--- config.mk ---
export PLATFORM = sky130hd
export DESIGN_NAME = spsr_queue
export DESIGN_NICKNAME = d
export VERILOG_FILES = /design/src/design/spsr_pkg.sv /design/src/design/spsr_queue.sv
export VERILOG_INCLUDE_DIRS = /design/src /design/src/design
export SDC_FILE = /design/constraint.sdc
export NUM_CORES = 1
export LEC_CHECK = 0
export BUFFER_PORTS_ARGS = -buffer_cell sky130_fd_sc_hd__clkbuf_2
export CORE_MARGIN = 10
export CORE_UTILIZATION = 40
export DETAILED_ROUTE_END_ITERATION = 7
export PLACE_DENSITY_LB_ADDON = 0.15
export SLEW_MARGIN = 20
export SYNTH_ARGS = -nofsm -noshare
export SYNTH_HDL_FRONTEND = slang
export SYNTH_SLANG_ARGS = --single-unit
--- constraint.sdc ---
create_clock -name clk -period 4.8 [get_ports clk]
set_clock_uncertainty 0.05 [all_clocks]
set_input_delay 0 -clock clk [delete_from_list [all_inputs] [get_ports clk]]
set_output_delay 0 -clock clk [all_outputs]
set_load 0.01 [all_outputs]
--- src/design/split_step_phase_rotator_defines.svh ---
`ifndef SPLIT_STEP_PHASE_ROTATOR_DEFINES_SVH
`define SPLIT_STEP_PHASE_ROTATOR_DEFINES_SVH

// Same-cycle implication on clk, held off while rst_n is low.
`define SPSR_ASSERT_IMP(label, ante, cons, msg) \
  label: assert property (@(posedge clk) disable iff (!rst_n) (ante) |-> (cons)) \
    else $error(msg);

// Next-cycle implication on clk, held off while rst_n is low.
`define SPSR_ASSERT_NXT(label, ante, cons, msg) \
  label: assert property (@(posedge clk) disable iff (!rst_n) (ante) |=> (cons)) \
    else $error(msg);

`endif

--- src/design/spsr_pkg.sv ---
package spsr_pkg;

  // Grid and CORDIC sizing
  localparam int GRID_SIZE    = 256;
  localparam int CORDIC_STEPS = 24;
  localparam int LOG2_GRID    = $clog2(GRID_SIZE + 1) - 1;  // floor(log2)

  // Wavenumber and k^2 widths
  localparam int K_W   = $clog2(GRID_SIZE) + 1;
  localparam int KSQ_W = 2 * K_W + 2;

  // Phase multiplier operand width (33-bit signed covers both modes)
  localparam int MUL_W = 33;

  // Output rounding shifts
  localparam int SH_KICK  = 30;
  localparam int SH_DRIFT = SH_KICK + 3 * LOG2_GRID;
  localparam int ACC_W    = 66;
  localparam logic signed [ACC_W-1:0] RND_KICK  = ACC_W'(1) << (SH_KICK - 1);
  localparam logic signed [ACC_W-1:0] RND_DRIFT = ACC_W'(1) << (SH_DRIFT - 1);

  // CORDIC datapath
  localparam int CW = 34;
  localparam logic signed [CW-1:0] INV_GAIN = CW'(652032874);  // 1/gain, Q4.30
  localparam logic [31:0] QUARTER_HALF = 32'h2000_0000;        // 1/8 turn

  // atan(2^-i) in 2^-32 turns
  localparam logic [31:0] ATAN_TURNS [32] = '{
    32'h20000000, 32'h12E4051E, 32'h09FB385B, 32'h051111D4,
    32'h028B0D43, 32'h0145D7E1, 32'h00A2F61E, 32'h00517C55,
    32'h0028BE53, 32'h00145F2F, 32'h000A2F98, 32'h000517CC,
    32'h00028BE6, 32'h000145F3, 32'h0000A2FA, 32'h0000517D,
    32'h000028BE, 32'h0000145F, 32'h00000A30, 32'h00000518,
    32'h0000028C, 32'h00000146, 32'h000000A3, 32'h00000051,
    32'h00000029, 32'h00000014, 32'h0000000A, 32'h00000005,
    32'h00000003, 32'h00000001, 32'h00000001, 32'h00000000
  };

  // Queue between front and back
  localparam int QADDR_W = 2;
  localparam int QDEPTH  = 1 << QADDR_W;

  // Configuration register map
  localparam int CFG_IDX_W = 2;
  typedef enum logic [CFG_IDX_W-1:0] {
    CFG_MODE        = 2'd0,
    CFG_KICK_SCALE  = 2'd1,
    CFG_DRIFT_SCALE = 2'd2
  } cfg_idx_t;

  localparam logic MODE_DRIFT = 1'b1;

  typedef struct packed {
    logic               mode;
    logic signed [31:0] kick_scale;
    logic        [31:0] drift_scale;
  } cfg_t;

  // One classified item waiting for rotation
  typedef struct packed {
    logic               drift;
    logic        [31:0] phase;
    logic signed [31:0] psi_re;
    logic signed [31:0] psi_im;
  } item_t;

  // One CORDIC pipeline stage
  typedef struct packed {
    logic        [1:0]    quad;
    logic signed [CW-1:0] x;
    logic signed [CW-1:0] y;
    logic signed [CW-1:0] z;
    logic signed [31:0]   re;
    logic signed [31:0]   im;
    logic                 drift;
  } cstage_t;

  // Grid index to signed wavenumber; an 8-bit input, so this is a small table
  function automatic logic signed [K_W-1:0] wavenumber(input logic [7:0] idx);
    int i;
    i = int'(idx) % GRID_SIZE;
    if (i < GRID_SIZE / 2) begin
      return K_W'(i);
    end
    return K_W'(i - GRID_SIZE);
  endfunction

endpackage

--- src/design/spsr_queue.sv ---
`include "split_step_phase_rotator_defines.svh"

module spsr_queue (
  input  logic            clk,
  input  logic            rst_n,
  input  logic            push,
  input  spsr_pkg::item_t push_item,
  output logic            full,
  input  logic            pop,
  output logic            empty,
  output spsr_pkg::item_t head
);

  spsr_pkg::item_t                mem_r [spsr_pkg::QDEPTH];
  logic [spsr_pkg::QADDR_W-1:0]   wr_ptr_r, rd_ptr_r;
  logic [spsr_pkg::QADDR_W:0]     count_r, count_nxt;

  assign full  = (count_r == (spsr_pkg::QADDR_W + 1)'(spsr_pkg::QDEPTH));
  assign empty = (count_r == '0);
  assign head  = mem_r[rd_ptr_r];

  assign count_nxt = count_r + (spsr_pkg::QADDR_W + 1)'(push)
                   - (spsr_pkg::QADDR_W + 1)'(pop);

  // storage
  always_ff @(posedge clk) begin
    if (push) begin
      mem_r[wr_ptr_r] <= push_item;
    end
  end

  // pointers wrap naturally at the power-of-two depth
  always_ff @(posedge clk) begin
    if (!rst_n) begin
      wr_ptr_r <= '0;
      rd_ptr_r <= '0;
      count_r  <= '0;
    end else begin
      if (push) wr_ptr_r <= wr_ptr_r + 1'b1;
      if (pop)  rd_ptr_r <= rd_ptr_r + 1'b1;
      count_r <= count_nxt;
    end
  end

  `SPSR_ASSERT_IMP(a_q_no_underflow, count_r == '0, !pop, "pop from empty queue")
  `SPSR_ASSERT_IMP(a_q_no_overflow, full, !push, "push into full queue")

endmodule

==> metrics.txt <==
Synth Net Count 658; routed len/inst 21.8 um; asr flop ratio synth 0; post-route minimum period 2.86 ns; die area ~44000 um2; Hold Path Class in2reg; Pleak 6.25 nW; first-pass GRT wire length 46.8 mm; Skew-Pair Late Insertion Delay 0.52 ns; final setup vio count 0; Main synth FF type edfxtp_1; Mapped Area 14400 um2; final slew viol count 0; Tcrit/Tclk final 0.596; Iteration-0 DRC Markers 390; Pre-Repair DR Iteration Count 4; Worst Tran Pin Value 1.11 ns; Congestion Overflow GR 0; Final ANT Viol Nets 0; max cap viols 0; most common cell in the netlist edfxtp_1; HPWL Detailed 18.5 mm; GRT Resource Usage Total 0.136; clk slew on worst S/H paths roughly 0.060 ns; pin count of the biggest net entering global routing 67; worst vdd ir 0.000323 V; Pwr per Cell Area 429 nW/um2; Initial Util 0.406; CP required 4.75 ns; CTS max path bufs 3; detailed-route via count 6874; average cell area after synthesis approximately 26 um2; EDFF count, synth 388; WP data arrival 2.81 ns; Die Y 210 um; Seq. cell area 11800 um2; Layout Utilization 0.514; Slew headroom 0.259; FILL cells 2823; CTS Buf Count 43; via/cell ratio 4.99; cts repair resizes 0; Routability Congestion 0.690; yosys warns 0; Multi-input gate area 2430 um2; sequential area share after synthesis 0.820; htree depth 2; initial antenna violation count 5; share of cells above drive strength 1 0.406; FP Rows between 60 and 70; Post-CTS Setup Inserts 0; CTS sink cnt 397; Area contributors post-synth edfxtp_1 (81%), mux4_2 (15%), dfxtp_1 (1.2%), ha_1 (0.52%), buf_8 (0.42%); die span in x 210 um; DR DRC count 0; PortBufs roughly 200; post-synthesis register bit count around 400; cell taking the most area after synthesis edfxtp_1; Setup TNS 0 ns; hold bufs inserted after CTS 100; CP startpoint kind register; share of the synthesized area in the top cell type 0.808; nets 990; fmax between 300 and 400 MHz; Post-Synthesis Cells 550; endpoint class of the critical path output port; RSZ-0062 raised after global routing false; crit path max fanout between 50 and 60; cell chosen for the clock root clkbuf_16; status finished, final reports clean; overall power between 7 and 8 mW; IO Pins 200; CP Class reg2out; post-synthesis cell type count 20; synth-to-layout area growth 26.6%; core area 35600 um2; CTS tree built; most frequent cells after synthesis edfxtp_1 (388), mux4_2 (97), buf_2 (11); final hold violations 0; vias in the first global route 7980; Post-Route WL 30.1 mm
cells in the final DEF (no fill, tap or decap), types with 4 or more instances in the layout:
master / count
edfxtp_1: 388
and2_4: 4
dfxtp_1: 7
mux4_2: 97
inv_1: 7
clkinv_1: 11
clkbuf_2: 199
nor2_1: 5
ha_1: 6
buf_4: 9
clkbuf_16: 43
diode_2: 4
dlygate4sd3_1: 100
clkinv_2: 8
clkbuf_1: 7
power breakdown:
group | internal (mW) | leakage [nW] | switching [mW]
sequential | 3.99 | 3.64 | 0.0778
clock | 1.75 | 0.634 | 1.25
combinational | 0.379 | 1.98 | 0.391
final timing paths:
check / start / to / slack [ns] / depth (start not counted)
setup / recovery: register / head[50] / 1.94 / 3
setup reg to reg: wr_ptr_r[0] / mem_r[2][90] / 2.57 / 4
hold / removal: push_item[84] / mem_r[0][84] / 0.18 / 2
hold reg to reg: rd_ptr_r[0] / register / 0.49 / 2
per-layer routing:
| metal | routed length [um] | GRT usage | up-vias |
|---|---|---|---|
| met4 | 556 | 0.0350 | 4 |
| met1 | 12700 | 0.171 | 3606 |
| met5 | 23 | 0 | - |
| met2 | 14900 | 0.228 | 185 |
| li1 | - | - | 3036 |
| met3 | 1830 | 0.0374 | 43 |
cell type report:
cell class / count / area share
clock buffer: 50 / 0.0603
timing repair buffer: 309 / 0.114
tap: 461 / 0.0316
inverter: 7 / 0.00144
antenna: 4 / 0.000548
sequential: 397 / 0.648
clock inverter: 26 / 0.0108
multi-input combinational: 124 / 0.133
per-stage QoR:
stage                     instance area (um2)  worst slack [ns]  std cells  hold WS [ns]
after CTS                               18300              1.81       1374         0.161
after floorplan                         14400              1.50        550        0.0489
after global placement                  16000              2.38       1198         0.163
final                                   18300              1.94       1378         0.182
after global routing                    18300              1.68       1376         0.166
after detailed placement                16000              2.37       1198         0.171
worst max-delay path, cell delays in order, from the launching register on:
cell and delay [ns]:
dfxtp_4 0.95, buf_12 0.48, mux4_2 0.62, clkbuf_2 0.16
cells by family (layout without fill, tap and decap cells):
logic type	Yosys count	after routing	synth area share
mux	98	98	0.152
compound gates	2	2	0.00104
buf+inv	29	392	0.0121
other cells	0	4	0
simple gates	14	14	0.00520
flops	397	397	0.820
xor+xnor	3	3	0.00286
fa+ha+maj	7	7	0.00659
state kept, by name, summed over array words and instances (netlist names), named ones only:
signal    flops
mem_r       388
count_r       3
rd_ptr_r      2
wr_ptr_r      2
(Power assumes the default switching activity.)
