$ cat src/design/split_step_phase_rotator_defines.svh
`ifndef SPLIT_STEP_PHASE_ROTATOR_DEFINES_SVH
`define SPLIT_STEP_PHASE_ROTATOR_DEFINES_SVH

// Same-cycle implication on clk, held off while rst_n is low.
`define SPSR_ASSERT_IMP(label, ante, cons, msg) \
  label: assert property (@(posedge clk) disable iff (!rst_n) (ante) |-> (cons)) \
    else $error(msg);

// Next-cycle implication on clk, held off while rst_n is low.
`define SPSR_ASSERT_NXT(label, ante, cons, msg) \
  label: assert property (@(posedge clk) disable iff (!rst_n) (ante) |=> (cons)) \
    else $error(msg);

`endif

$ cat src/design/spsr_pkg.sv
package spsr_pkg;

  // Grid and CORDIC sizing
  localparam int GRID_SIZE    = 256;
  localparam int CORDIC_STEPS = 24;
  localparam int LOG2_GRID    = $clog2(GRID_SIZE + 1) - 1;  // floor(log2)

  // Wavenumber and k^2 widths
  localparam int K_W   = $clog2(GRID_SIZE) + 1;
  localparam int KSQ_W = 2 * K_W + 2;

  // Phase multiplier operand width (33-bit signed covers both modes)
  localparam int MUL_W = 33;

  // Output rounding shifts
  localparam int SH_KICK  = 30;
  localparam int SH_DRIFT = SH_KICK + 3 * LOG2_GRID;
  localparam int ACC_W    = 66;
  localparam logic signed [ACC_W-1:0] RND_KICK  = ACC_W'(1) << (SH_KICK - 1);
  localparam logic signed [ACC_W-1:0] RND_DRIFT = ACC_W'(1) << (SH_DRIFT - 1);

  // CORDIC datapath
  localparam int CW = 34;
  localparam logic signed [CW-1:0] INV_GAIN = CW'(652032874);  // 1/gain, Q4.30
  localparam logic [31:0] QUARTER_HALF = 32'h2000_0000;        // 1/8 turn

  // atan(2^-i) in 2^-32 turns
  localparam logic [31:0] ATAN_TURNS [32] = '{
    32'h20000000, 32'h12E4051E, 32'h09FB385B, 32'h051111D4,
    32'h028B0D43, 32'h0145D7E1, 32'h00A2F61E, 32'h00517C55,
    32'h0028BE53, 32'h00145F2F, 32'h000A2F98, 32'h000517CC,
    32'h00028BE6, 32'h000145F3, 32'h0000A2FA, 32'h0000517D,
    32'h000028BE, 32'h0000145F, 32'h00000A30, 32'h00000518,
    32'h0000028C, 32'h00000146, 32'h000000A3, 32'h00000051,
    32'h00000029, 32'h00000014, 32'h0000000A, 32'h00000005,
    32'h00000003, 32'h00000001, 32'h00000001, 32'h00000000
  };

  // Queue between front and back
  localparam int QADDR_W = 2;
  localparam int QDEPTH  = 1 << QADDR_W;

  // Configuration register map
  localparam int CFG_IDX_W = 2;
  typedef enum logic [CFG_IDX_W-1:0] {
    CFG_MODE        = 2'd0,
    CFG_KICK_SCALE  = 2'd1,
    CFG_DRIFT_SCALE = 2'd2
  } cfg_idx_t;

  localparam logic MODE_DRIFT = 1'b1;

  typedef struct packed {
    logic               mode;
    logic signed [31:0] kick_scale;
    logic        [31:0] drift_scale;
  } cfg_t;

  // One classified item waiting for rotation
  typedef struct packed {
    logic               drift;
    logic        [31:0] phase;
    logic signed [31:0] psi_re;
    logic signed [31:0] psi_im;
  } item_t;

  // One CORDIC pipeline stage
  typedef struct packed {
    logic        [1:0]    quad;
    logic signed [CW-1:0] x;
    logic signed [CW-1:0] y;
    logic signed [CW-1:0] z;
    logic signed [31:0]   re;
    logic signed [31:0]   im;
    logic                 drift;
  } cstage_t;

  // Grid index to signed wavenumber; an 8-bit input, so this is a small table
  function automatic logic signed [K_W-1:0] wavenumber(input logic [7:0] idx);
    int i;
    i = int'(idx) % GRID_SIZE;
    if (i < GRID_SIZE / 2) begin
      return K_W'(i);
    end
    return K_W'(i - GRID_SIZE);
  endfunction

endpackage

$ cat src/design/spsr_ifs.sv
interface spsr_in_if;
  logic               valid;
  logic               ready;
  logic signed [31:0] psi_re;
  logic signed [31:0] psi_im;
  logic signed [31:0] potential;
  logic        [7:0]  grid_x;
  logic        [7:0]  grid_y;
  logic        [7:0]  grid_z;

  modport source (output valid, psi_re, psi_im, potential, grid_x, grid_y, grid_z,
                  input ready);
  modport sink   (input valid, psi_re, psi_im, potential, grid_x, grid_y, grid_z,
                  output ready);
endinterface


$ cat src/design/spsr_front.sv
`include "split_step_phase_rotator_defines.svh"

module spsr_front (
  input  logic              clk,
  input  logic              rst_n,
  input  spsr_pkg::cfg_t    cfg,
  spsr_in_if.sink           in_bus,
  input  logic              q_full,
  output logic              q_push,
  output spsr_pkg::item_t   q_item
);

  logic f_adv;

  // stage 0: operands picked by mode
  logic                                f0_v_r;
  logic                                f0_drift_r;
  logic signed [spsr_pkg::MUL_W-1:0]   f0_a_r;
  logic signed [spsr_pkg::MUL_W-1:0]   f0_b_r;
  logic signed [31:0]                  f0_re_r;
  logic signed [31:0]                  f0_im_r;

  // stage 1: phase ready to queue
  logic            f1_v_r;
  spsr_pkg::item_t f1_item_r;
  spsr_pkg::item_t f1_item_nxt;

  logic                                  drift;
  logic signed [spsr_pkg::K_W-1:0]       kx, ky, kz;
  logic signed [2*spsr_pkg::K_W-1:0]     kx2, ky2, kz2;
  logic        [spsr_pkg::KSQ_W-1:0]     k2;
  logic signed [spsr_pkg::MUL_W-1:0]     a_nxt, b_nxt;
  logic signed [2*spsr_pkg::MUL_W-1:0]   prod;

  // both stages move together unless stage 1 is stuck on a full queue
  assign f_adv        = !f1_v_r || !q_full;
  assign in_bus.ready = f_adv;
  assign q_push       = f1_v_r && !q_full;
  assign q_item       = f1_item_r;

  // k^2 from wrapped grid indices
  assign drift = (cfg.mode == spsr_pkg::MODE_DRIFT);
  assign kx    = spsr_pkg::wavenumber(in_bus.grid_x);
  assign ky    = spsr_pkg::wavenumber(in_bus.grid_y);
  assign kz    = spsr_pkg::wavenumber(in_bus.grid_z);
  assign kx2   = (2*spsr_pkg::K_W)'(kx) * (2*spsr_pkg::K_W)'(kx);
  assign ky2   = (2*spsr_pkg::K_W)'(ky) * (2*spsr_pkg::K_W)'(ky);
  assign kz2   = (2*spsr_pkg::K_W)'(kz) * (2*spsr_pkg::K_W)'(kz);
  assign k2    = spsr_pkg::KSQ_W'($unsigned(kx2)) + spsr_pkg::KSQ_W'($unsigned(ky2))
               + spsr_pkg::KSQ_W'($unsigned(kz2));

  // signed x signed in kick, unsigned x unsigned in drift via zero extension
  always_comb begin
    if (drift) begin
      a_nxt = $signed({1'b0, cfg.drift_scale});
      b_nxt = $signed({{(spsr_pkg::MUL_W - spsr_pkg::KSQ_W){1'b0}}, k2});
    end else begin
      a_nxt = spsr_pkg::MUL_W'(cfg.kick_scale);
      b_nxt = spsr_pkg::MUL_W'(in_bus.potential);
    end
  end

  assign prod = f0_a_r * f0_b_r;

  always_comb begin
    f1_item_nxt.drift  = f0_drift_r;
    f1_item_nxt.phase  = prod[47:16];
    f1_item_nxt.psi_re = f0_re_r;
    f1_item_nxt.psi_im = f0_im_r;
  end

  // control
  always_ff @(posedge clk) begin
    if (!rst_n) begin
      f0_v_r <= 1'b0;
      f1_v_r <= 1'b0;
    end else if (f_adv) begin
      f0_v_r <= in_bus.valid;
      f1_v_r <= f0_v_r;
    end
  end

  // payload
  always_ff @(posedge clk) begin
    if (f_adv) begin
      f0_drift_r <= drift;
      f0_a_r     <= a_nxt;
      f0_b_r     <= b_nxt;
      f0_re_r    <= in_bus.psi_re;
      f0_im_r    <= in_bus.psi_im;
      f1_item_r  <= f1_item_nxt;
    end
  end

  `SPSR_ASSERT_NXT(a_front_hold, f1_v_r && q_full, $stable(f1_item_r) && f1_v_r, "front item lost while queue full")

endmodule

$ cat src/flat_wrapper.sv
// flat-port wrapper written by rule: the top's interface ports become plain ports
module spsr_front_flat 
  (clk, rst_n, cfg, q_full, q_push, q_item, in_bus_valid, in_bus_psi_re, in_bus_psi_im, in_bus_potential, in_bus_grid_x, in_bus_grid_y, in_bus_grid_z, in_bus_ready);
  spsr_in_if in_bus_i ();
  input  logic clk;
  input  logic rst_n;
  input  spsr_pkg::cfg_t cfg;
  input  logic q_full;
  output logic q_push;
  output spsr_pkg::item_t q_item;
  input wire logic [$bits(in_bus_i.valid)-1:0] in_bus_valid;
  input wire logic [$bits(in_bus_i.psi_re)-1:0] in_bus_psi_re;
  input wire logic [$bits(in_bus_i.psi_im)-1:0] in_bus_psi_im;
  input wire logic [$bits(in_bus_i.potential)-1:0] in_bus_potential;
  input wire logic [$bits(in_bus_i.grid_x)-1:0] in_bus_grid_x;
  input wire logic [$bits(in_bus_i.grid_y)-1:0] in_bus_grid_y;
  input wire logic [$bits(in_bus_i.grid_z)-1:0] in_bus_grid_z;
  output wire logic [$bits(in_bus_i.ready)-1:0] in_bus_ready;
  assign in_bus_i.valid = in_bus_valid;
  assign in_bus_i.psi_re = in_bus_psi_re;
  assign in_bus_i.psi_im = in_bus_psi_im;
  assign in_bus_i.potential = in_bus_potential;
  assign in_bus_i.grid_x = in_bus_grid_x;
  assign in_bus_i.grid_y = in_bus_grid_y;
  assign in_bus_i.grid_z = in_bus_grid_z;
  assign in_bus_ready = in_bus_i.ready;
  spsr_front u_core (.clk(clk), .rst_n(rst_n), .cfg(cfg), .in_bus(in_bus_i), .q_full(q_full), .q_push(q_push), .q_item(q_item));
endmodule
$ cat config.mk
export PLATFORM = sky130hd
export DESIGN_NAME = spsr_front_flat
export DESIGN_NICKNAME = d
export VERILOG_FILES = /design/src/design/spsr_pkg.sv /design/src/design/spsr_ifs.sv /design/src/design/spsr_front.sv /design/src/flat_wrapper.sv
export VERILOG_INCLUDE_DIRS = /design/src /design/src/design
export SDC_FILE = /design/constraint.sdc
export NUM_CORES = 2
export LEC_CHECK = 0
export ABC_AREA = 1
export BUFFER_PORTS_ARGS = -buffer_cell sky130_fd_sc_hd__buf_2
export CORE_MARGIN = 2
export CORE_UTILIZATION = 61
export DETAILED_ROUTE_END_ITERATION = 8
export PLACE_DENSITY_LB_ADDON = 0.05
export SYNTH_ARGS = -nofsm -noshare
export SYNTH_HDL_FRONTEND = slang
export SYNTH_SLANG_ARGS = --single-unit
$ cat constraint.sdc
create_clock -name clk -period 13.9 [get_ports clk]
set_input_delay 3.475 -clock clk [delete_from_list [all_inputs] [get_ports clk]]
set_output_delay 3.475 -clock clk [all_outputs]
set_load 0.005 [all_outputs]
==> impl_results.md <==
* Commonest non-fill, non-tap cells in the layout: inv_1, nand2_1, fa_1
* Final instance area at 0.05067 mm2
* Worst path max stage delay at between 0.5 and 0.6 ns
* Count of buffers from port buffering at about 290
* Final hold slack at between 0.4 and 0.5 ns
* Max frequency at just under 0.1 GHz
* Area leader, netlist: fa_1
* Cell occurring most often along the worst timing path: inv_1
* DIE WIDTH at 282.8 um
* Routed wirelength normalized by instance count at about 18 um
* Post-layout min period at between 10 and 15 ns
* Most frequent standard cell in the layout excluding fill and tap cells: inv_1
* Number of detailed-route iterations in the first pass at 7
* Global-route wire length before repair at between 200000 and 250000 um
* Number of pins exceeding their max-slew limit in the final report at 0
* Largest net degree at the start of global routing at 67
* Via count at about 35000
* CTS H-tree lvls at 1
* Post CTS Setup Buffer Count at 0
* Antenna violations before repair at 3
* Number of buffers inserted during clock tree synthesis at 27
* Number of buffers and inverters on the critical path at 7
* Number of global-route vias before repair at between 30000 and 40000
* Data required time at the worst endpoint at approximately 14 ns
* Post-synthesis instance total at around 5600
* Number of placement rows at 102
* Remaining DRCs at 0
* Final Skew at ~0.027 ns
* Final period utilization at a little over 70%
* Transition time of the tightest slew-check pin at 1.164 ns
* Sort of element at the start of the critical path: input port
* Number of buffers between clock root and the deepest sink at 3
* CTS tree: built
* Root buffer selected by CTS: clkbuf_16
* Placed Instance Area at about 0.05 mm2
* Num Clock Sinks at 229
* Worst Path Arrival at ~10 ns
* Number of flops mapped to enable cells by yosys at around 230
* Critical path's top delay family: adder cells
* # IOs at 288
* Effective utilization at floorplan at roughly three fifths
* Final net count at slightly above 7000
* Final core utilization at roughly 66%
* Largest cells by area after synthesis: fa_1, edfxtp_1, inv_1, nand2_1, ha_1
* Relative max-transition margin at ~22%
* Routability congestion estimate at roughly 0.92
* Clock slew seen by the registers of the worst setup and hold paths at roughly 0.06 ns
* Register bit count reported by yosys at roughly 230
* Detailed router's first-iteration violation count at slightly below 2000
* Wire length after detailed routing at about 120000 um
* Area growth from synthesis to final layout at 6.895%
* Flip-flop cell with the highest count after synthesis: edfxtp_1
* Post-synthesis area per instance at 8.511 um2
* Outcome: complete, no violations
* RSZ-0062 raised after global routing: no
* Number of maximum-capacitance constraint violations at 0
* Post-cts repair resize count at 0
* Hold Violations, Final at 0
* All-layer global routing usage at around 33%
* Post-Syn Nets at between 7000 and 8000
* Die footprint at 0.07995 mm2
* Floorplan Core Area at 0.07721 mm2
* CP Max Fanout at 14
* Total Negative Setup Slacks at 0 ns
* Worst-Skew Late Latency at 0.59 ns
* Global route total overflow at 0
* Synthesized area at around 0.047 mm2
* Per-cell via count in the routed design at 5.209
* Total of hold buffers inserted after clock tree synthesis at 0
* Kind of end point of the critical path: flop
* Warnings from Yosys at 0
* Standard cell with the maximum stage delay on the critical path: fa_1
* Ratio of cells with drive above 1 in the final layout at around 7.3%
* Proportion of synthesized chip area in sequential cells at ~14%
* Proportion of register bits with asynchronous set or reset after synthesis at 0%
* Count of unique library cells instantiated by Yosys at 44
* Area share of the leading cell type in the synthesized netlist at approximately 42%
* Final setup violating endpoints at 0
* Final antenna-violating net count at 0
* Half-perimeter wire length after placement at 100900 um
* WS Path Type: input port to flop
* Hold Crit Class: flop to flop
* Vertical die dimension at approximately 280 um
flip-flops by register name, summed over array words and instances (netlist names):
name               count
u_core.f0_a_r         33
u_core.f0_b_r         32
u_core.f0_drift_r      1
u_core.f0_im_r        32
u_core.f0_re_r        32
u_core.f0_v_r          1
u_core.f1_v_r          1
u_core.q_item         97
worst reg2reg max path: cells and delay by family (launching register included):
family / cells / cell delay [ns]
buf+inv: 7 / 0.94
fa+ha+maj: 9 / 4.57
simple gates: 8 / 1.48
flops: 1 / 0.74
final timing paths:
path,start,cells past startpoint,to,slack (ns)
worst max-delay path,in_bus_grid_x[7],34,u_core.f0_b_r[19],3.85
worst max register to register,u_core.f0_a_r[32],24,u_core.q_item[95],5.88
worst min register to register,u_core.f0_im_r[30],0,u_core.q_item[30],0.41
worst min-delay path,u_core.f0_im_r[30],0,u_core.q_item[30],0.41
synth_stat cells (3+ instances only):
cell type  instances
xnor2_1           58
nand2_1         1425
o2111ai_1          4
inv_1           1648
nand3_1           84
o21a_1            11
fa_1             998
or2_2             16
o21ai_2            3
buf_2             16
a21boi_0           3
nand4_1           11
edfxtp_1         227
nor2_1           160
ha_1             322
xor2_1            65
and3_1             5
clkbuf_1         197
buf_1             19
a21o_1            15
a31o_2             5
o21bai_1          10
nor3_1            21
o21ai_1            3
a31oi_1           13
a21oi_1          128
nand3b_1           3
o21ai_0           74
stage by stage:
stage	std cells	setup WS, ns
after floorplan	5569	2.139
after CTS	6770	3.936
after global routing	6773	3.191
after detailed placement	6720	3.331
after global placement	6720	3.319
final	6774	3.845
area by class of cell:
type	count	area, um2
clock buffers	33	718.2
flip-flops and latches	229	6857
inverters	1650	6193
clock inverters	17	265.3
multi-input cells	3458	33460
well taps	1040	1301
repair buffers	343	1857
diodes	4	10.01
fillers	6672	26550
cell families (layout without fill, tap and decap cells):
logic type               count (synthesis)  in the layout  synth area share, %
XOR/XNOR                               123            123                2.273
flip-flops                             229            229                14.47
other                                    0              4                    0
adder cells (fa/ha/maj)               1320           1320                50.65
AO/OA/AOI/OAI                          280            280                3.366
buffers and inverters                 1882           2043                14.95
AND/OR/NAND/NOR                       1735           1735                14.30
metal layers:
layer,vias to the layer above,part of all wire (%),global-route usage (%),wire length (um)
met1,17671,38,39.84,46710
met2,1124,52,59.46,64840
met5,-,0,0,0
met4,0,4.6,13.63,5767
met3,291,5.7,4.355,7148
li1,16199,-,-,-
Power is not shown: default switching activity piles up to over one toggle a cycle in this logic, so the estimate is an artifact.
